==> src/rtl/dual_envelope_transient_tracker_unit_defines.svh <==
// Assertion macros used by the tracker's back part.
`ifndef DUAL_ENVELOPE_TRANSIENT_TRACKER_UNIT_DEFINES_SVH
`define DUAL_ENVELOPE_TRANSIENT_TRACKER_UNIT_DEFINES_SVH

// The condition must make the expression hold in the same cycle.
`define DETT_ASSERT_IMPLY(label, clk, rst_n, cond, expr, msg) \
    label: assert property (@(posedge clk) disable iff (!rst_n) (cond) |-> (expr)) \
        else $error(msg);

// The condition must make the expression hold in the next cycle.
`define DETT_ASSERT_NEXT(label, clk, rst_n, cond, expr, msg) \
    label: assert property (@(posedge clk) disable iff (!rst_n) (cond) |=> (expr)) \
        else $error(msg);

`endif

==> src/rtl/dett_pkg.sv <==
// Shared types, constants and fixed-point helpers of the envelope tracker.
package dett_pkg;

    // Envelope, activity and brightness fixed point: E fraction bits, 1.0 = 2^E.
    localparam int ENV_FRAC_BITS = 24;
    localparam int ENV_W         = ENV_FRAC_BITS + 1;
    localparam int Q15_SHIFT     = ENV_FRAC_BITS - 15;
    localparam int COEF_W        = 24;
    localparam int SAMPLE_W      = 16;
    localparam int Q15_W         = 16;
    localparam int DETAIL_W      = 29;
    localparam int MAG_W         = 28;
    localparam int ACT_W         = 23;
    localparam int NUM_W         = 40;
    localparam int DEN_W         = 41;
    localparam int QUO_BITS      = 24;
    localparam int CNT_W         = 5;
    localparam int CFG_ADDR_W    = 3;
    localparam int REC_DEPTH     = 2;

    localparam logic [ENV_W-1:0]    ENV_ONE     = ENV_W'(1) << ENV_FRAC_BITS;
    localparam logic [Q15_W-1:0]    Q15_ONE     = 16'h8000;
    localparam logic [DETAIL_W-1:0] DETAIL_MAX  = '1;
    localparam logic [MAG_W-1:0]    MAG_MAX     = '1;
    localparam logic [Q15_W-1:0]    ACT_FLOOR   = 16'd26;
    localparam logic [ACT_W-1:0]    ACT_CAP     = 23'd5872026;
    localparam logic [COEF_W-1:0]   PRODUCT_ONE = 24'hFFFFFF;
    localparam logic [7:0]          EPS_256     = 8'd84;

    // Configuration register indexes.
    localparam logic [CFG_ADDR_W-1:0] CFG_FAST_ATTACK   = 3'd0;
    localparam logic [CFG_ADDR_W-1:0] CFG_FAST_RELEASE  = 3'd1;
    localparam logic [CFG_ADDR_W-1:0] CFG_SLOW_ATTACK   = 3'd2;
    localparam logic [CFG_ADDR_W-1:0] CFG_SLOW_RELEASE  = 3'd3;
    localparam logic [CFG_ADDR_W-1:0] CFG_ACTIVITY_DECAY = 3'd4;
    localparam logic [CFG_ADDR_W-1:0] CFG_BRIGHT_DECAY  = 3'd5;

    // Coefficient reset values.
    localparam logic [COEF_W-1:0] RST_FAST_ATTACK    = 24'd231400;
    localparam logic [COEF_W-1:0] RST_FAST_RELEASE   = 24'd19406;
    localparam logic [COEF_W-1:0] RST_SLOW_ATTACK    = 24'd17467;
    localparam logic [COEF_W-1:0] RST_SLOW_RELEASE   = 24'd2496;
    localparam logic [COEF_W-1:0] RST_ACTIVITY_DECAY = 24'd16771392;
    localparam logic [COEF_W-1:0] RST_BRIGHT_DECAY   = 24'd16769451;

    typedef struct packed {
        logic [COEF_W-1:0] fast_attack;
        logic [COEF_W-1:0] fast_release;
        logic [COEF_W-1:0] slow_attack;
        logic [COEF_W-1:0] slow_release;
        logic [COEF_W-1:0] activity_decay;
        logic [COEF_W-1:0] bright_decay;
    } t_coeffs;

    // One closed block, handed from the front part to the back part.
    typedef struct packed {
        logic [Q15_W-1:0]    one_env;
        logic [Q15_W-1:0]    two_env;
        logic [Q15_W-1:0]    transient;
        logic [Q15_W-1:0]    activity;
        logic [DETAIL_W-1:0] detail;
        logic [MAG_W-1:0]    magnitude;
        logic [COEF_W-1:0]   product;
    } t_block_rec;

    typedef struct packed {
        logic [Q15_W-1:0] one_env;
        logic [Q15_W-1:0] two_env;
        logic [Q15_W-1:0] transient;
        logic [Q15_W-1:0] activity;
        logic [Q15_W-1:0] brightness;
    } t_result;

    typedef enum logic [2:0] {
        B_IDLE,
        B_LOAD,
        B_CHECK,
        B_DIV,
        B_DIFF,
        B_MUL,
        B_UPDATE,
        B_EMIT
    } t_back_state;

    // Multiply by a Q0.24 fraction, rounding half up.
    function automatic logic [ENV_W-1:0] mul_q24(input logic [ENV_W-1:0] x,
                                                 input logic [COEF_W-1:0] c);
        logic [ENV_W+COEF_W-1:0] p;
        p = (ENV_W+COEF_W)'(x) * (ENV_W+COEF_W)'(c)
            + ((ENV_W+COEF_W)'(1) << (COEF_W - 1));
        return p[ENV_W+COEF_W-1:COEF_W];
    endfunction

    // Convert to Q1.15 with rounding half up, saturated at 1.0.
    function automatic logic [Q15_W-1:0] to_q15(input logic [ENV_W-1:0] x);
        logic [ENV_W:0]    sum;
        logic [ENV_W-Q15_SHIFT:0] r;
        sum = (ENV_W+1)'(x) + ((ENV_W+1)'(1) << (Q15_SHIFT - 1));
        r   = sum[ENV_W:Q15_SHIFT];
        if (r > (ENV_W-Q15_SHIFT+1)'(Q15_ONE)) begin
            return Q15_ONE;
        end
        return r[Q15_W-1:0];
    endfunction

    // One attack/release follower step.
    function automatic logic [ENV_W-1:0] follow(input logic [ENV_W-1:0] env,
                                                input logic [ENV_W-1:0] tgt,
                                                input logic [COEF_W-1:0] rise,
                                                input logic [COEF_W-1:0] fall);
        if (tgt > env) begin
            return env + mul_q24(tgt - env, rise);
        end
        return env - mul_q24(env - tgt, fall);
    endfunction

endpackage

==> src/rtl/dett_queue.sv <==
// Short queue of closed-block records between the front and back parts.
module dett_queue (
    input  logic                 i_clk,
    input  logic                 i_rst_n,
    input  logic                 i_push,
    input  dett_pkg::t_block_rec i_data,
    input  logic                 i_pop,
    output dett_pkg::t_block_rec o_data,
    output logic                 o_empty,
    output logic                 o_full
);

    localparam int DEPTH = dett_pkg::REC_DEPTH;
    localparam int PTR_W = (DEPTH > 1) ? $clog2(DEPTH) : 1;
    localparam int CNT_W = $clog2(DEPTH + 1);

    dett_pkg::t_block_rec r_slots [DEPTH];
    logic [PTR_W-1:0]     r_wr_ptr, n_wr_ptr;
    logic [PTR_W-1:0]     r_rd_ptr, n_rd_ptr;
    logic [CNT_W-1:0]     r_count, n_count;
    logic                 do_push;
    logic                 do_pop;

    assign o_empty = (r_count == '0);
    assign o_full  = (r_count == CNT_W'(DEPTH));
    assign do_push = i_push && !o_full;
    assign do_pop  = i_pop && !o_empty;
    assign o_data  = r_slots[r_rd_ptr];

    // Pointer and fill count updates.
    always_comb begin
        n_wr_ptr = r_wr_ptr;
        n_rd_ptr = r_rd_ptr;
        n_count  = r_count;
        if (do_push) begin
            n_wr_ptr = (r_wr_ptr == PTR_W'(DEPTH - 1)) ? '0 : r_wr_ptr + PTR_W'(1);
        end
        if (do_pop) begin
            n_rd_ptr = (r_rd_ptr == PTR_W'(DEPTH - 1)) ? '0 : r_rd_ptr + PTR_W'(1);
        end
        if (do_push && !do_pop) begin
            n_count = r_count + CNT_W'(1);
        end else if (do_pop && !do_push) begin
            n_count = r_count - CNT_W'(1);
        end
    end

    // Control registers.
    always_ff @(posedge i_clk) begin
        if (!i_rst_n) begin
            r_wr_ptr <= '0;
            r_rd_ptr <= '0;
            r_count  <= '0;
        end else begin
            r_wr_ptr <= n_wr_ptr;
            r_rd_ptr <= n_rd_ptr;
            r_count  <= n_count;
        end
    end

    // Record storage.
    always_ff @(posedge i_clk) begin
        if (do_push) begin
            r_slots[r_wr_ptr] <= i_data;
        end
    end

endmodule

==> config.mk <==
export PLATFORM = sky130hd
export DESIGN_NAME = dett_queue
export DESIGN_NICKNAME = d
export VERILOG_FILES = /design/src/rtl/dual_envelope_transient_tracker_unit_defines.svh /design/src/rtl/dett_pkg.sv /design/src/rtl/dett_queue.sv
export SDC_FILE = /design/constraint.sdc
export NUM_CORES = 1
export LEC_CHECK = 0
export BUFFER_PORTS_ARGS = -buffer_cell sky130_fd_sc_hd__buf_4
export CAP_MARGIN = 20
export CORE_MARGIN = 8
export CORE_UTILIZATION = 40
export CTS_CLUSTER_DIAMETER = 60
export DETAILED_ROUTE_END_ITERATION = 12
export PLACE_DENSITY = 0.7
export SYNTH_ARGS = -nofsm -noshare
export SYNTH_HDL_FRONTEND = slang
export SYNTH_SLANG_ARGS = --single-unit
==> constraint.sdc <==
create_clock -name i_clk -period 15.5 [get_ports i_clk]
set_clock_uncertainty 0.15 [all_clocks]
set_input_delay 1.55 -clock i_clk [delete_from_list [all_inputs] [get_ports i_clk]]
set_output_delay 1.55 -clock i_clk [all_outputs]
set_load 0.005 [all_outputs]
## Word level (Yosys, flattened, before mapping)

Memory sizes are Yosys's and may differ from the RTL's. A register that Yosys moved wholly into a read port is not among the register bits.
Index checks and enable logic that the tools add are counted.

- Output and inout port bits: 147
- Bits of input ports: 149
- Memories kept: 1
- RAM bits: 290
- Logic and storage cells: 27
- Register bits: 4

- Eq/ne operators: 1
- Add/sub/neg operators: 4
- Reduce and logical (&&, ||, !) cells: 10
- Muxes and demuxes: 8

Memories:

| memory | words | width | read ports | clocked after Yosys merged registers in | wr ports | line | RTL |
|---|---|---|---|---|---|---|---|
| r_slots | 2 | 145 | 1 | 1 | 1 | dett_queue.sv:17 | `dett_pkg::t_block_rec r_slots [DEPTH];` |

Operator list:

| kind | number |
|---|---|
| $mux 1 | 6 |
| $logic_and 1x1->1 | 4 |
| $logic_not 1->1 | 4 |
| $mux 2 | 2 |
| $add 1x1->1 const B | 2 |
| $add 2x1->2 const B | 1 |
| $eq 2x2->1 const B | 1 |
| $logic_not 2->1 | 1 |
| $reduce_bool 2->1 | 1 |
| $sub 2x1->2 const B | 1 |

## Longest topological paths before layout

Gate-level depths: netlist of run 1.

- Depth after elaboration: 7
- Depth in mapped cells: 7
- Gate-level depth less buffers: 7

## Worst setup path after synthesis of run 1

Ideal clock, no wire load.

- Path kind: input-to-reg
- Start point: in i_push
- End point: mem r_slots[0][0] (netlist bit), enable pin
- Arrival time: 7208 ps
- Setup slack: 7517 ps
- Library setup time: 625 ps
- Path buffers: 0
- Data required time: 14725 ps
- Stages on the path: 2
- Cell sequence: inv_1 nor3_2

- Word-level cells in the longest chain between the ends: 3

Ends and longest elaborated chain:

| what | line | RTL |
|---|---|---|
| from (decl) | dett_queue.sv:5 | `input logic i_push,` |
| $logic_and 1x1->1 | dett_queue.sv:26 | `assign do_push = i_push && !o_full;` |
| $mux 1 | dett_queue.sv:63 | `if (do_push) begin` |
| $mux 1 (not written as such) | dett_queue.sv:64 | `r_slots[r_wr_ptr] <= i_data;` |
| to (decl) | dett_queue.sv:17 |  |

No other way between the ends.

==> flow_summary.toml, run 1 <==
[run_status]
status = "finished, final reports clean"

[logic_synthesis]
synth_top_area_frac = 0.800
synth_common_cells = "edfxtp_1, mux2_2, mux2_4"
async_flop_share = 0
ys.flop_type = "edfxtp_1"
synth_edf_count = 290
syn_nets = 626
synth.avg_cell_area_um2 = 22.9
ys_seq_area_frac = 0.809
syn_inst = 476
yosysWarnings = 0
ys_top_cells_by_area = "edfxtp_1, mux2_2, mux2_4"
yosysMostFrequentCell = "edfxtp_1"
synth_area_mm2 = 0.0109
synth_cell_types = 21
synth_seq_cells = 295
synth_top_area_cell = "edfxtp_1"

[clocking]
clkSlewWorstSetupHoldPaths_ps = 60
htreeDepth = 1
cts-buffers-inserted = 30
ctsHoldBuffers = 0
clock_latency_ps = 540
cts_root_buf = "clkbuf_16"
clkSinkCount = 295
cts_setup_buffers = 0
cts.repair.resized = 0
cts_tree = "done"
clockBufferDepth = 3

[drt]
routed-via-count = 5458
routed_wl_um = 22700
drc = 0
firstDrtPassIters = 4
routedWlPerCell_um = 19.6
viasPerCell = 4.72
ant_nets = 0
drt_iter0_markers = 272

[worst_setup_path]
cp.depth = 3
cp_max_fo = 65
crit_path_frequent_cell = "buf_4"
cp.required_ps = 13800
worstSetupPathType = "reg -> out"
crit_family = "buffers and inverters"
slowest_stage = "buf_4"
rr_startpoint = "r_count[0]$_SDFFE_PN0P_"
r2r_cells = 3
worst_setup_path_start_kind = "flop"
slowest_delay_ps = 770
critPathCaptureType = "output port"
cp_num_buf_inv = 2
cp.arrival_ps = 2450
crit_path_cell_trace = "buf_4 -> mux2_2 -> buf_4"

[power_and_ir_drop]
power.density_mw_per_mm2 = 162
ir_worst_vdd_mv = 0.127
leakage_nw = 5.44

[final_layout]
diodes = 0
fin_nets = 943
syn_to_final_growth_pct = 32.7
drive_gt1_frac = 0.597
stdcell_count = 1157

[hold_path]
hp-class = "reg -> reg"
hold_path.startpoint = "r_count[1]$_SDFFE_PN0P_"
min_path_cells = 2

[placed_design]
place_congestion = 0.713
io_buffers = 295
dp_hpwl_um = 15600
dp_cells = 1102

[timing]
setup_viol = 0
rsz0062_at_grt = "no"
timing.setup.tns_ps = 0
tightest_slew_ps = 1050
fin_crit_ps = 4150
max_slew_margin = 0.302
drv_slew = 0
finalCritPeriodShare = 0.268
max_freq_mhz = 241
finalHoldViolations = 0

[die]
core_mm2 = 0.0269
top_level_ports = 296
die_h_um = 181
initial_utilization = 0.405
dieArea_mm2 = 0.0328
die_w_um = 181
num_rows = 60

[global_routing]
grt_pass1_wl_um = 33900
grt_max_degree = 76
grt_usage = 0.130
grt_pass1_vias = 5919
antenna_found_initial = 0
grt_overflow = 0

[run]
cap_violations = 0
==> state kept, by name, summed over array words and instances, names as in the netlist, named ones only <==
name and flops:
r_wr_ptr 1, r_slots 290, r_rd_ptr 1, r_count 2
==> power by group <==
group / total [W] / switching, W / internal (W) / leakage, nW
Clock: 0.000710 / 0.000278 / 0.000431 / 0.476
Sequential: 0.00103 / 0.0000300 / 0.00100 / 2.75
Combinational: 0.000592 / 0.000255 / 0.000337 / 2.21
Total: 0.00234 / 0.000564 / 0.00177 / 5.44
==> cells by family (layout without fill, tap and decap cells) <==
group / Yosys count / count (layout) / synth area share
AO/OA/AOI/OAI: 5 / 5 / 0.00299
adder cells (fa/ha/maj): 1 / 1 / 0.00115
XOR/XNOR: 3 / 3 / 0.00241
buffers and inverters: 18 / 358 / 0.0121
AND/OR/NAND/NOR: 9 / 9 / 0.00506
multiplexers: 145 / 145 / 0.167
flip-flops: 295 / 295 / 0.809
==> placed cells by master, fill, tap and decap left out, types with 2 or more instances in the layout <==
| cell type | n |
|---|---|
| xnor2_1 | 2 |
| mux2_4 | 50 |
| inv_1 | 2 |
| edfxtp_1 | 290 |
| dfxtp_1 | 4 |
| buf_4 | 301 |
| clkbuf_16 | 31 |
| clkinv_1 | 8 |
| clkbuf_1 | 9 |
| mux2_2 | 95 |
| and2_1 | 3 |
| clkinv_2 | 2 |
| nor2_1 | 2 |
| bufinv_16 | 4 |
==> path summary, 6_finish.rpt <==
path | endpoint | slack [ps]
setup / recovery | o_data[128] | 11350
hold / removal | r_count[1]$_SDFFE_PN0P_ | 390
setup reg to reg | r_slots[1][96]$_DFFE_PP_ | 13200
hold reg to reg | r_count[1]$_SDFFE_PN0P_ | 390
==> routing by layer <==
| metal | track usage | part of all wire |
|---|---|---|
| met1 | 0.151 | 0.40 |
| met3 | 0.0504 | 0.087 |
| met2 | 0.224 | 0.50 |
| met5 | 0 | 0 |
| met4 | 0.0344 | 0.019 |
==> worst reg2reg max path: stages (launching register included) <==
cell and delay (ps):
dfxtp_1 410, nand2b_1 180, and3_4 350, buf_4 750
==> layout make-up <==
class / count / area [um^2]
clock buffers: 40 / 810
clock inverters: 15 / 171
fillers: 2119 / 12400
inverters: 2 / 7.51
multi-input cells: 163 / 1960
flip-flops and latches: 295 / 8810
well taps: 341 / 427
repair buffers: 301 / 2260
==> through the flow <==
| step | worst slack [ps] | instance area [um^2] | hold slack [ps] | utilization | power, W |
|---|---|---|---|---|---|
| final | 11350 | 14400 | 392 | 0.537 | 0.00234 |
| after global routing | 11210 | 14400 | 450 | 0.537 | 0.00244 |
| after CTS | 11270 | 14400 | 387 | 0.537 | 0.00237 |
| after detailed placement | 11870 | 13500 | 378 | 0.501 | 0.00166 |
| after global placement | 11880 | 13500 | 358 | 0.501 | 0.00165 |
| after floorplan | 7520 | 10900 | 333 | - | 0.00138 |
Note: power is estimated with default switching activity, not from simulation.
==> run 2, diff against run 1 <==
clock period = 4.1 ns   (was 15.5 ns; I/O delays follow)
==> flow_summary.toml, run 2 (same netlist as run 1, synthesis figures left out) <==
[run_status]
status = "finished, final reports clean"

[clocking]
cts_setup_buffers = 0
clkSlewWorstSetupHoldPaths_ps = 60
cts_root_buf = "clkbuf_16"
htreeDepth = 1
clock_latency_ps = 540
clockBufferDepth = 3
cts_tree = "done"
cts-buffers-inserted = 30
cts.repair.resized = 0
ctsHoldBuffers = 146
clkSinkCount = 295

[final_layout]
syn_to_final_growth_pct = 45.6
final_cell_mix = "buf_4, edfxtp_1, dlygate4sd3_1"
regMostFlops = "r_slots"
drive_gt1_frac = 0.507
fin_nets = 1088
multiInputGateArea_mm2 = 0.00197
final_common_cell = "buf_4"
post-route-util = 0.590
reg_top3 = "r_slots (290), r_count (2)"
seq_area_mm2 = 0.00881
fill_cells = 2001
largest_reg_flops = 290

[worst_setup_path]
worst_setup_path_start_kind = "flop"
cp_max_fo = 63
critPathCaptureType = "output port"
worstSetupPathType = "reg -> out"
cp.arrival_ps = 2210
cp.required_ps = 3540

[timing]
drv_slew = 0
fin_ws_ps = 1330
max_slew_margin = 0.400
tightest_slew_ps = 900
finalHoldViolations = 0
rsz0062_at_grt = "no"
whs_ps = 83.9
finalCritPeriodShare = 0.675
setup_viol = 0
fin_crit_ps = 2770
max_freq_mhz = 361

[drt]
routed-via-count = 6040
drt_iter0_markers = 233
routedWlPerCell_um = 18.8
firstDrtPassIters = 4
viasPerCell = 4.64
drc = 0
ant_nets = 0
routed_wl_um = 24500

[placed_design]
dp_hpwl_um = 15300
dp_slack_ps = 1900
io_buffers = 295
place_congestion = 0.715

[power_and_ir_drop]
power.density_mw_per_mm2 = 551
ir_worst_vdd_mv = 0.410
leakage_nw = 6.01

[global_routing]
grt_pass1_wl_um = 38100
grt_pass1_vias = 6828
grt_overflow = 0
grt_usage = 0.144
antenna_found_initial = 1
grt_max_degree = 146

[die]
core_mm2 = 0.0269
top_level_ports = 296
die_h_um = 181
num_rows = 60
dieArea_mm2 = 0.0328
die_w_um = 181
initial_utilization = 0.405

[run]
cap_violations = 0

[hold_path]
hp-class = "in -> reg"
## run 2: changes by cell type in the layout (fill, tap and decap cells not counted), sizes merged
| cell | delta |
|---|---|
| buf | -1 |
| clkinv | +4 |
| dlygate4sd3 | +146 |
| bufinv | -4 |
| inv | -1 |
| diode | +1 |
## run 2: worst max-delay path: stages (launching register included)
cell and delay, ps:
dfxtp_4 350, buf_4 690, mux2_2 440, buf_4 140
## run 2: layout make-up
class,count,area share
Clock buffer,40,0.0511
Timing Repair Buffer,446,0.237
Tap cell,341,0.0269
Multi-Input combinational cell,163,0.124
Sequential cell,295,0.556
Antenna cell,1,0.000158
Clock inverter,14,0.00371
Inverter,2,0.000632
## run 2: report_power, final
group	switching [W]	total [W]	leakage [nW]	internal, W
sequential	0.000104	0.00390	2.75	0.00379
combinational	0.00103	0.00242	2.83	0.00139
clock	0.00105	0.00242	0.426	0.00137
## run 2: worst paths after layout
path,startpoint,endpoint,slack [ps],cells past startpoint
hold reg to reg,r_count[1]$_SDFFE_PN0P_,r_count[1]$_SDFFE_PN0P_,430,2
setup reg to reg,r_count[0]$_SDFFE_PN0P_,r_slots[1][104]$_DFFE_PP_,2120,3
setup / recovery,flop,o_data[48],1330,3
hold / removal,i_push,r_wr_ptr$_SDFFE_PN0P_,80,3
## run 2: stage by stage
stage          cells  setup TNS [ps]  total power, W  cell area, um^2
5_1_grt         1302               0         0.00912            15900
3_3_place_gp    1101               0         0.00626            13500
4_1_cts         1301               0         0.00886            15800
3_5_place_dp    1101               0         0.00629            13500
6_report        1302               0         0.00873            15900
2_1_floorplan    476          -73870         0.00518            10900
## run 2: routing by layer
metal | wire length [um] | track usage
met5 | 0 | 0
met2 | 12400 | 0.258
met3 | 1990 | 0.0516
met1 | 9540 | 0.163
met4 | 505 | 0.0318
