===== src/rtl/dual_envelope_transient_tracker_unit_defines.svh =====
// Assertion macros used by the tracker's back part.
`ifndef DUAL_ENVELOPE_TRANSIENT_TRACKER_UNIT_DEFINES_SVH
`define DUAL_ENVELOPE_TRANSIENT_TRACKER_UNIT_DEFINES_SVH

// The condition must make the expression hold in the same cycle.
`define DETT_ASSERT_IMPLY(label, clk, rst_n, cond, expr, msg) \
    label: assert property (@(posedge clk) disable iff (!rst_n) (cond) |-> (expr)) \
        else $error(msg);

// The condition must make the expression hold in the next cycle.
`define DETT_ASSERT_NEXT(label, clk, rst_n, cond, expr, msg) \
    label: assert property (@(posedge clk) disable iff (!rst_n) (cond) |=> (expr)) \
        else $error(msg);

`endif


===== src/rtl/dett_pkg.sv =====
// Shared types, constants and fixed-point helpers of the envelope tracker.
package dett_pkg;

    // Envelope, activity and brightness fixed point: E fraction bits, 1.0 = 2^E.
    localparam int ENV_FRAC_BITS = 24;
    localparam int ENV_W         = ENV_FRAC_BITS + 1;
    localparam int Q15_SHIFT     = ENV_FRAC_BITS - 15;
    localparam int COEF_W        = 24;
    localparam int SAMPLE_W      = 16;
    localparam int Q15_W         = 16;
    localparam int DETAIL_W      = 29;
    localparam int MAG_W         = 28;
    localparam int ACT_W         = 23;
    localparam int NUM_W         = 40;
    localparam int DEN_W         = 41;
    localparam int QUO_BITS      = 24;
    localparam int CNT_W         = 5;
    localparam int CFG_ADDR_W    = 3;
    localparam int REC_DEPTH     = 2;

    localparam logic [ENV_W-1:0]    ENV_ONE     = ENV_W'(1) << ENV_FRAC_BITS;
    localparam logic [Q15_W-1:0]    Q15_ONE     = 16'h8000;
    localparam logic [DETAIL_W-1:0] DETAIL_MAX  = '1;
    localparam logic [MAG_W-1:0]    MAG_MAX     = '1;
    localparam logic [Q15_W-1:0]    ACT_FLOOR   = 16'd26;
    localparam logic [ACT_W-1:0]    ACT_CAP     = 23'd5872026;
    localparam logic [COEF_W-1:0]   PRODUCT_ONE = 24'hFFFFFF;
    localparam logic [7:0]          EPS_256     = 8'd84;

    // Configuration register indexes.
    localparam logic [CFG_ADDR_W-1:0] CFG_FAST_ATTACK   = 3'd0;
    localparam logic [CFG_ADDR_W-1:0] CFG_FAST_RELEASE  = 3'd1;
    localparam logic [CFG_ADDR_W-1:0] CFG_SLOW_ATTACK   = 3'd2;
    localparam logic [CFG_ADDR_W-1:0] CFG_SLOW_RELEASE  = 3'd3;
    localparam logic [CFG_ADDR_W-1:0] CFG_ACTIVITY_DECAY = 3'd4;
    localparam logic [CFG_ADDR_W-1:0] CFG_BRIGHT_DECAY  = 3'd5;

    // Coefficient reset values.
    localparam logic [COEF_W-1:0] RST_FAST_ATTACK    = 24'd231400;
    localparam logic [COEF_W-1:0] RST_FAST_RELEASE   = 24'd19406;
    localparam logic [COEF_W-1:0] RST_SLOW_ATTACK    = 24'd17467;
    localparam logic [COEF_W-1:0] RST_SLOW_RELEASE   = 24'd2496;
    localparam logic [COEF_W-1:0] RST_ACTIVITY_DECAY = 24'd16771392;
    localparam logic [COEF_W-1:0] RST_BRIGHT_DECAY   = 24'd16769451;

    typedef struct packed {
        logic [COEF_W-1:0] fast_attack;
        logic [COEF_W-1:0] fast_release;
        logic [COEF_W-1:0] slow_attack;
        logic [COEF_W-1:0] slow_release;
        logic [COEF_W-1:0] activity_decay;
        logic [COEF_W-1:0] bright_decay;
    } t_coeffs;

    // One closed block, handed from the front part to the back part.
    typedef struct packed {
        logic [Q15_W-1:0]    one_env;
        logic [Q15_W-1:0]    two_env;
        logic [Q15_W-1:0]    transient;
        logic [Q15_W-1:0]    activity;
        logic [DETAIL_W-1:0] detail;
        logic [MAG_W-1:0]    magnitude;
        logic [COEF_W-1:0]   product;
    } t_block_rec;

    typedef struct packed {
        logic [Q15_W-1:0] one_env;
        logic [Q15_W-1:0] two_env;
        logic [Q15_W-1:0] transient;
        logic [Q15_W-1:0] activity;
        logic [Q15_W-1:0] brightness;
    } t_result;

    typedef enum logic [2:0] {
        B_IDLE,
        B_LOAD,
        B_CHECK,
        B_DIV,
        B_DIFF,
        B_MUL,
        B_UPDATE,
        B_EMIT
    } t_back_state;

    // Multiply by a Q0.24 fraction, rounding half up.
    function automatic logic [ENV_W-1:0] mul_q24(input logic [ENV_W-1:0] x,
                                                 input logic [COEF_W-1:0] c);
        logic [ENV_W+COEF_W-1:0] p;
        p = (ENV_W+COEF_W)'(x) * (ENV_W+COEF_W)'(c)
            + ((ENV_W+COEF_W)'(1) << (COEF_W - 1));
        return p[ENV_W+COEF_W-1:COEF_W];
    endfunction

    // Convert to Q1.15 with rounding half up, saturated at 1.0.
    function automatic logic [Q15_W-1:0] to_q15(input logic [ENV_W-1:0] x);
        logic [ENV_W:0]    sum;
        logic [ENV_W-Q15_SHIFT:0] r;
        sum = (ENV_W+1)'(x) + ((ENV_W+1)'(1) << (Q15_SHIFT - 1));
        r   = sum[ENV_W:Q15_SHIFT];
        if (r > (ENV_W-Q15_SHIFT+1)'(Q15_ONE)) begin
            return Q15_ONE;
        end
        return r[Q15_W-1:0];
    endfunction

    // One attack/release follower step.
    function automatic logic [ENV_W-1:0] follow(input logic [ENV_W-1:0] env,
                                                input logic [ENV_W-1:0] tgt,
                                                input logic [COEF_W-1:0] rise,
                                                input logic [COEF_W-1:0] fall);
        if (tgt > env) begin
            return env + mul_q24(tgt - env, rise);
        end
        return env - mul_q24(env - tgt, fall);
    endfunction

endpackage


===== src/rtl/dett_back.sv =====
// Back part: brightness target division, smoothing and the result register.
`include "dual_envelope_transient_tracker_unit_defines.svh"

module dett_back (
    input  logic                 i_clk,
    input  logic                 i_rst_n,
    input  logic                 i_rec_empty,
    input  dett_pkg::t_block_rec i_rec,
    output logic                 o_rec_pop,
    input  logic                 i_pop,
    output logic                 o_empty,
    output dett_pkg::t_result    o_result
);

    localparam int ENV_W = dett_pkg::ENV_W;
    localparam int NUM_W = dett_pkg::NUM_W;
    localparam int DEN_W = dett_pkg::DEN_W;
    localparam int CNT_W = dett_pkg::CNT_W;
    localparam int QB    = dett_pkg::QUO_BITS;

    dett_pkg::t_back_state  r_state, n_state;
    dett_pkg::t_block_rec   r_rec, n_rec;
    logic [DEN_W-1:0]       r_rem, n_rem;
    logic [DEN_W-1:0]       r_den, n_den;
    logic [QB-1:0]          r_quo, n_quo;
    logic [CNT_W-1:0]       r_count, n_count;
    logic [ENV_W-1:0]       r_target, n_target;
    logic                   r_ge, n_ge;
    logic [ENV_W-1:0]       r_diff, n_diff;
    logic [ENV_W-1:0]       r_m, n_m;
    logic [ENV_W-1:0]       r_bright, n_bright;
    logic                   r_out_valid, n_out_valid;
    dett_pkg::t_result      r_out, n_out;

    logic [NUM_W-1:0]       num;
    logic [35:0]            den_base;
    logic [DEN_W-1:0]       den;
    logic [DEN_W:0]         rem_shift;
    logic [DEN_W:0]         rem_sub;
    logic                   quo_bit;
    logic [QB-1:0]          quo_next;

    // Numerator and denominator of 0.35 * detail / (magnitude + eps), scaled by 20 * 256.
    always_comb begin
        num = (NUM_W'(r_rec.detail) << 10) + (NUM_W'(r_rec.detail) << 9)
              + (NUM_W'(r_rec.detail) << 8);
        den_base = (36'(r_rec.magnitude) << 8) + 36'(dett_pkg::EPS_256);
        den = (DEN_W'(den_base) << 4) + (DEN_W'(den_base) << 2);
    end

    // One restoring division step.
    always_comb begin
        rem_shift = {r_rem, 1'b0};
        rem_sub   = rem_shift - {1'b0, r_den};
        quo_bit   = (rem_shift >= {1'b0, r_den});
        quo_next  = {r_quo[QB-2:0], quo_bit};
    end

    // Sequencer: next state and datapath selection.
    always_comb begin
        n_state     = r_state;
        n_rec       = r_rec;
        n_rem       = r_rem;
        n_den       = r_den;
        n_quo       = r_quo;
        n_count     = r_count;
        n_target    = r_target;
        n_ge        = r_ge;
        n_diff      = r_diff;
        n_m         = r_m;
        n_bright    = r_bright;
        n_out       = r_out;
        n_out_valid = r_out_valid && !i_pop;
        o_rec_pop   = 1'b0;
        case (r_state)
            dett_pkg::B_IDLE: begin
                if (!i_rec_empty) begin
                    o_rec_pop = 1'b1;
                    n_rec     = i_rec;
                    n_state   = dett_pkg::B_LOAD;
                end
            end
            dett_pkg::B_LOAD: begin
                n_rem   = DEN_W'(num);
                n_den   = den;
                n_state = dett_pkg::B_CHECK;
            end
            dett_pkg::B_CHECK: begin
                // A ratio of one or more saturates the target at 1.0.
                if (r_rem >= r_den) begin
                    n_target = dett_pkg::ENV_ONE;
                    n_state  = dett_pkg::B_DIFF;
                end else begin
                    n_quo   = '0;
                    n_count = '0;
                    n_state = dett_pkg::B_DIV;
                end
            end
            dett_pkg::B_DIV: begin
                n_rem   = quo_bit ? rem_sub[DEN_W-1:0] : rem_shift[DEN_W-1:0];
                n_quo   = quo_next;
                n_count = r_count + CNT_W'(1);
                if (r_count == CNT_W'(QB - 1)) begin
                    n_target = ENV_W'(quo_next);
                    n_state  = dett_pkg::B_DIFF;
                end
            end
            dett_pkg::B_DIFF: begin
                n_ge    = (r_bright >= r_target);
                n_diff  = (r_bright >= r_target) ? r_bright - r_target : r_target - r_bright;
                n_state = dett_pkg::B_MUL;
            end
            dett_pkg::B_MUL: begin
                n_m     = dett_pkg::mul_q24(r_diff, r_rec.product);
                n_state = dett_pkg::B_UPDATE;
            end
            dett_pkg::B_UPDATE: begin
                n_bright = r_ge ? r_target + r_m : r_target - r_m;
                n_state  = dett_pkg::B_EMIT;
            end
            dett_pkg::B_EMIT: begin
                // Wait here until the result register is free or being emptied.
                if (!r_out_valid || i_pop) begin
                    n_out.one_env    = r_rec.one_env;
                    n_out.two_env    = r_rec.two_env;
                    n_out.transient  = r_rec.transient;
                    n_out.activity   = r_rec.activity;
                    n_out.brightness = dett_pkg::to_q15(r_bright);
                    n_out_valid      = 1'b1;
                    n_state          = dett_pkg::B_IDLE;
                end
            end
            default: begin
                n_state = dett_pkg::B_IDLE;
            end
        endcase
    end

    // State register and brightness state.
    always_ff @(posedge i_clk) begin
        if (!i_rst_n) begin
            r_state     <= dett_pkg::B_IDLE;
            r_bright    <= '0;
            r_out_valid <= 1'b0;
        end else begin
            r_state     <= n_state;
            r_bright    <= n_bright;
            r_out_valid <= n_out_valid;
        end
    end

    // Datapath registers.
    always_ff @(posedge i_clk) begin
        r_rec    <= n_rec;
        r_rem    <= n_rem;
        r_den    <= n_den;
        r_quo    <= n_quo;
        r_count  <= n_count;
        r_target <= n_target;
        r_ge     <= n_ge;
        r_diff   <= n_diff;
        r_m      <= n_m;
        r_out    <= n_out;
    end

    assign o_empty  = !r_out_valid;
    assign o_result = r_out;

    // The partial remainder stays below the divisor in every division step.
    `DETT_ASSERT_IMPLY(a_div_rem_below_den, i_clk, i_rst_n, r_state == dett_pkg::B_DIV, r_rem < r_den, "division remainder reached the divisor")
    // The brightness target and state never pass 1.0.
    `DETT_ASSERT_IMPLY(a_target_in_range, i_clk, i_rst_n, r_state == dett_pkg::B_DIFF, r_target <= dett_pkg::ENV_ONE, "brightness target above 1.0")
    `DETT_ASSERT_IMPLY(a_bright_in_range, i_clk, i_rst_n, 1'b1, r_bright <= dett_pkg::ENV_ONE, "brightness state above 1.0")
    // A waiting result is not overwritten: the sequencer holds in its emit state.
    `DETT_ASSERT_NEXT(a_emit_holds, i_clk, i_rst_n, (r_state == dett_pkg::B_EMIT) && r_out_valid && !i_pop, r_state == dett_pkg::B_EMIT, "result register overwritten while full")

endmodule


===== config.mk =====
export PLATFORM = sky130hd
export DESIGN_NAME = dett_back
export DESIGN_NICKNAME = d
export VERILOG_FILES = /design/src/rtl/dett_pkg.sv /design/src/rtl/dett_back.sv
export VERILOG_INCLUDE_DIRS = /design/src /design/src/rtl
export SDC_FILE = /design/constraint.sdc
export NUM_CORES = 2
export LEC_CHECK = 0
export BUFFER_PORTS_ARGS = -buffer_cell sky130_fd_sc_hd__buf_2
export CORE_ASPECT_RATIO = 0.6
export CORE_UTILIZATION = 50
export DETAILED_ROUTE_END_ITERATION = 16
export HOLD_SLACK_MARGIN = 0.05
export PLACE_DENSITY = 0.68
export SYNTH_ARGS = -nofsm -noshare
export SYNTH_HDL_FRONTEND = slang
export SYNTH_SLANG_ARGS = --single-unit

===== constraint.sdc =====
create_clock -name i_clk -period 19.8 [get_ports i_clk]
set_input_delay 2.97 -clock i_clk [delete_from_list [all_inputs] [get_ports i_clk]]
set_output_delay 2.97 -clock i_clk [all_outputs]
set_load 0.05 [all_outputs]

Word-level counts from Yosys, hierarchy flattened
Cells that the tools add are included.
Widths: inputs -> output; s select.
{"block": "totals", "word_cells": 91, "in_bits": 149, "reg_bits": 440}
{"block": "classes", "n_mux": 25, "n_reduce_logical": 12, "n_addsub": 12, "magnitude_cmp": 4, "n_bitwise": 1, "eq_ne": 13, "mul": 1}
{"cell": "$mux 25", "count": 4}
{"cell": "$pmux 41 s2", "count": 1}
{"cell": "$sub 25x25->25", "count": 3}
{"cell": "$pmux 25 s2", "count": 1}
{"cell": "$add 49x24->49 const B", "count": 1}
{"cell": "$mul 25x24->49", "count": 1}
{"cell": "$pmux 23 s2", "count": 1}
{"cell": "$ge 42x41->1", "count": 1}
{"cell": "$add 40x38->41", "count": 1}
{"cell": "$ge 41x41->1", "count": 1}
{"cell": "$mux 41", "count": 1}
{"cell": "$sub 41x41->41", "count": 1}
{"cell": "$add 39x38->40", "count": 1}
{"cell": "$add 40x37->40", "count": 1}
{"cell": "$add 36x7->36 const B", "count": 1}
{"cell": "$mux 16", "count": 2}
{"cell": "$add 25x9->26 const B", "count": 1}
{"cell": "$add 25x25->25", "count": 1}
{"cell": "$ge 25x25->1", "count": 1}
{"cell": "$pmux 3 s8", "count": 1}
{"cell": "$mux 23", "count": 1}
{"cell": "$gt 17x16->1 const B", "count": 1}
{"cell": "$eq 3x3->1 const B", "count": 4}
{"cell": "$mux 3", "count": 4}
{"cell": "16 further kinds", "count": 32}

Longest topological paths before layout
{"block": "logic_depth", "ltp_word": 6, "depth_mapped": 28, "mapped_depth_nobuf": 27}

Worst setup path before layout
No wires, ideal clock.
{"block": "synth_path", "path_kind": "input-to-output", "from": "input port i_rec_empty", "to": "output port o_rec_pop", "path_buffers": 0, "arrival_ns": 17.950, "path_stages": 1, "setup_slack_ns": -1.120, "cell_sequence": "nor4_1"}
{"block": "synth_via", "elab_chain_len": 2}
{"element": "start: declaration", "line_no": "dett_back.sv:7", "source": "input logic i_rec_empty,"}
{"element": "$mux 1", "line_no": "dett_back.sv:77", "source": "if (!i_rec_empty) begin"}
{"element": "$mux 1", "line_no": "dett_back.sv:75", "source": "case (r_state)"}
{"element": "end: declaration", "line_no": "dett_back.sv:9", "source": "output logic o_rec_pop,"}
No other way between the ends.

Worst setup path after layout
{"block": "layout_path", "from": "register r_rec[15] (netlist bit)", "to": "register r_m[19] (data pin)"}
{"block": "layout_via", "elab_chain_len": 2}
{"element": "start: declaration", "line_no": "dett_back.sv:22", "source": "dett_pkg::t_block_rec r_rec, n_rec;"}
{"element": "start signal: assignment", "line_no": "dett_back.sv:154", "source": "r_rec <= n_rec;"}
{"element": "$mul 25x24->49", "line_no": "dett_pkg.sv:89", "source": "p = (ENV_W+COEF_W)'(x) * (ENV_W+COEF_W)'(c)"}
{"element": "$add 49x24->49", "line_no": "dett_pkg.sv:90", "source": "+ ((ENV_W+COEF_W)'(1) << (COEF_W - 1));"}
{"element": "end signal: assignment", "line_no": "dett_back.sv:162", "source": "r_m <= n_m;"}
{"element": "end: declaration", "line_no": "dett_back.sv:30", "source": "logic [ENV_W-1:0] r_m, n_m;"}
No other way between the ends.
A chain may end at the register's enable or synchronous reset.

==> key figures <==
Outcome
  – Status: finished, final reports clean

Place
  – Number of input and output port buffers inserted: 230
  – Post-DP Area: roughly 45,000 µm²
  – Number of placed instances with taps included: 5,467
  – Post-detail-place hpwl: about 85,000 µm
  – Routability cong.: 0.888

CTS
  – Count of H-tree levels built during CTS: 2
  – Clock Tree Root: sky130_fd_sc_hd__clkbuf_16
  – Inserted Clock Buffers: 44
  – Clock latency on the worst-skew pair: roughly 0.65 ns
  – CTS tree: done
  – Clock-pin slew reported for the worst setup and hold paths after clock tree synthesis: 0.07 ns
  – Number of gates resized after CTS: 0
  – Post-CTS setup buffer count: 0
  – Longest Clk Path Bufs: 3
  – Clock sinks: 426
  – Number of hold buffers added after CTS: 0

Synth
  – Share of the yosys chip area belonging to registers: 29.1%
  – Asr flop ratio synth: 0%
  – Primary FF master, synth: sky130_fd_sc_hd__edfxtp_1
  – Ys Warns: 0
  – Top cell type's share of synthesized area: 27.8%
  – Cell count after synthesis: between 4k and 5k
  – Number of distinct standard cells referenced by the synthesized netlist: 92
  – Cell area after synthesis: 43,000 µm²
  – Top area cells in the synthesized netlist: sky130_fd_sc_hd__edfxtp_1, sky130_fd_sc_hd__fa_1, sky130_fd_sc_hd__ha_1
  – Syn Nets: 5,287
  – Cell type with the highest aggregate area in the netlist: sky130_fd_sc_hd__edfxtp_1
  – Post-synth EDFFs: about 400
  – Flip-flop and latch count after synthesis: 426
  – Average cell area after synthesis: 10.2 µm²

Floorplanning
  – Count of boundary I/O pins: 231
  – Height of the chip: roughly 230 µm
  – Die width: 380 µm
  – Area enclosed by the die boundary: a little under 90,000 µm²
  – Effective utilization at floorplan: 51.0%
  – Core area: 84,200 µm²
  – Number of placement rows: 82

Setup path
  – Worst reg-to-reg setup slack: ~11 ns
  – Critical path fanouts, max: 25
  – Slowest cell on the critical path: sky130_fd_sc_hd__edfxtp_1
  – Critical path capture point type: flop
  – Kind of start point of the critical path: flop
  – Crit path max-delay family: adder cells
  – Cell repeated most along the worst path: sky130_fd_sc_hd__fa_1
  – Arrival time of data at the critical path endpoint: between 8 and 9 ns
  – Capturing point of the worst reg2reg path: r_m[19]
  – Critical path buffer and inverter count: 5
  – Cell Chain, Critical Path: nand2_1 -> fa_1 -> inv_1 -> fa_1 -> inv_1 -> fa_1 -> inv_1 -> fa_1 -> fa_1 -> fa_1 -> inv_1 -> fa_1 -> inv_1 -> ha_1 -> nand4_1 -> a21o_1 -> a21oi_1 -> o21ai_0 -> nand3_1 -> nand2_1 -> o21ai_0 -> nor2b_1 -> nor3_1 -> nor3_1
  – Largest stage delay on the critical path: 1.18 ns
  – Worst endpoint required time: 20.27 ns
  – Worst Setup Path Type: reg -> reg
  – Beginning of the critical path: r_rec[15]
  – Beginning of the worst register-to-register path: r_rec[15]
  – Worst Reg-to-Reg Cells: 24

Timing
  – Count of endpoints failing setup in the final report: 0
  – Slew at the pin closest to its max-slew limit: 1.26 ns
  – Unrepaired setup endpoints after global routing: false
  – Headroom to the max-slew limit: 16.1%
  – Portion of the clock cycle consumed by the worst path in the final layout: a little over two fifths
  – Fin. Hold Viols: 0
  – Final Max Tran Viols: 0
  – Setup TNS: 0 ns
  – Clock period minus worst slack: 8.32 ns
  – Fmax: 120 MHz
  – Clock Skew: about 0.085 ns

Route
  – WL/cell: 19.7 µm
  – Iteration count of the initial detailed-routing pass: 5
  – Ratio of routed vias to standard cells: 5.51
  – Remaining design rule violation count: 0
  – Total wirelength of the detailed-routed design: between 100,000 and 150,000 µm
  – Number of vias in the routed layout: 30.6k
  – Antenna Violating Nets Remaining: 0
  – Number of design-rule violations left by the first detailed-router iteration: between 2k and 3k

Layout
  – Fraction of final layout cells sized beyond drive strength 1: ~8.8%
  – Relative area change from synthesis to final layout: 8.78%
  – Final Net Count: about 5.5k
  – Post-Layout Cell Count: 5,552
  – Most frequent cells in the layout: sky130_fd_sc_hd__inv_1, sky130_fd_sc_hd__fa_1, sky130_fd_sc_hd__nand2_1, sky130_fd_sc_hd__edfxtp_1, sky130_fd_sc_hd__ha_1
  – Post-layout instance area: 46,700 µm²
  – Commonest non-fill, non-tap cell in the layout: sky130_fd_sc_hd__inv_1
  – Filler Cell Count: 7,459

Global routing
  – Wire length of the first global-routing pass: about 170,000 µm
  – Number of antenna violations at the first check in global routing: 3
  – Largest net degree at the start of global routing: 76
  – Global-route usage over all layers: 25.5%
  – Vias in the first global route: a little over 30k
  – Sum of overflow across all layers after global routing: 0

Min path
  – Hold Path End: o_result[40]
  – Hold path cells: 0
  – Worst hold-check path type: reg -> reg
  – Worst min-delay path startpoint: r_rec[105]

Flow run
  – Count of max-cap constraint violations: 0
state kept, by name, summed over array words and instances, names as in the netlist:
name         count
r_state          3
r_count          5
r_diff          25
r_rec          145
r_out_valid      1
r_bright        25
r_den           31
r_m             25
o_result        80
r_quo           23
r_ge             1
r_target        25
r_rem           37
routing by layer:
metal	up-vias	GRT usage, %	share of wire, %
li1	14100	-	-
met1	15100	40.4	49
met2	1198	35.1	40
met3	134	5.83	9.6
met4	0	4.90	1.8
met5	-	0	0
synth_stat cells, types with 75 or more instances:
library cell,number
sky130_fd_sc_hd__inv_1,701
sky130_fd_sc_hd__fa_1,535
sky130_fd_sc_hd__nand2_1,429
sky130_fd_sc_hd__edfxtp_1,397
sky130_fd_sc_hd__ha_1,390
sky130_fd_sc_hd__and2_1,302
sky130_fd_sc_hd__a21oi_1,199
sky130_fd_sc_hd__nor2_1,161
sky130_fd_sc_hd__clkbuf_1,138
sky130_fd_sc_hd__xnor2_1,116
sky130_fd_sc_hd__o21ai_0,111
sky130_fd_sc_hd__a21o_1,76
sky130_fd_sc_hd__xor2_1,75
area by class of cell:
cell class | count | area (µm²) | share of cell area, %
Sequential cell | 426 | 12500 | 26.8
Antenna cell | 3 | 7.51 | 0.0161
Clock buffer | 51 | 1130 | 2.41
Clock inverter | 31 | 313 | 0.669
Multi-Input combinational cell | 2922 | 27200 | 58.2
Inverter | 704 | 2640 | 5.66
Timing Repair Buffer | 281 | 1530 | 3.28
Tap cell | 1134 | 1420 | 3.04
through the flow:
| stage | setup WS [ns] | hold slack (ns) | util, % |
|---|---|---|---|
| after floorplan | 5.35 | 0.400 | - |
| after global placement | 11.03 | 0.400 | 53.8 |
| after detailed placement | 11.70 | 0.405 | 53.8 |
| after CTS | 11.69 | 0.417 | 55.5 |
| after global routing | 11.15 | 0.422 | 55.5 |
| final | 11.48 | 0.415 | 55.5 |
how the worst max path moves through the flow:
stage | end | slack (ns) | cells after the start
2_1_floorplan | o_rec_pop | 5.35 | 1
4_1_cts | r_m[21] | 11.69 | 23
6_report | r_m[19] | 11.48 | 24
5_1_grt | r_m[21] | 11.15 | 23
3_5_place_dp | r_m[19] | 11.70 | 24
3_3_place_gp | r_m[21] | 11.03 | 24
worst register-to-register path, stage by stage, from the launching register on:
cell and delay [ns]:
sky130_fd_sc_hd__edfxtp_1 1.18, sky130_fd_sc_hd__nand2_1 0.21, sky130_fd_sc_hd__fa_1 0.60, sky130_fd_sc_hd__inv_1 0.05, sky130_fd_sc_hd__fa_1 0.50, sky130_fd_sc_hd__inv_1 0.06
sky130_fd_sc_hd__fa_1 0.54, sky130_fd_sc_hd__inv_1 0.05, sky130_fd_sc_hd__fa_1 0.52, sky130_fd_sc_hd__fa_1 0.46, sky130_fd_sc_hd__fa_1 0.50, sky130_fd_sc_hd__inv_1 0.05
sky130_fd_sc_hd__fa_1 0.48, sky130_fd_sc_hd__inv_1 0.04, sky130_fd_sc_hd__ha_1 0.28, sky130_fd_sc_hd__nand4_1 0.31, sky130_fd_sc_hd__a21o_1 0.35, sky130_fd_sc_hd__a21oi_1 0.47
sky130_fd_sc_hd__o21ai_0 0.33, sky130_fd_sc_hd__nand3_1 0.28, sky130_fd_sc_hd__nand2_1 0.15, sky130_fd_sc_hd__o21ai_0 0.35, sky130_fd_sc_hd__nor2b_1 0.23, sky130_fd_sc_hd__nor3_1 0.06
sky130_fd_sc_hd__nor3_1 0.15
cells by family after synthesis:
family                   Yosys count  synth area share [%]
adder cells (fa/ha/maj)          925                  36.3
XOR/XNOR                         191                  3.89
AO/OA/AOI/OAI                    601                  8.86
AND/OR/NAND/NOR                 1189                  13.7
multiplexers                      16                 0.390
flip-flops                       426                  29.1
buffers and inverters            865                  7.72
Power is not shown: default switching activity piles up to over one toggle a cycle in this logic, so the estimate is an artifact.
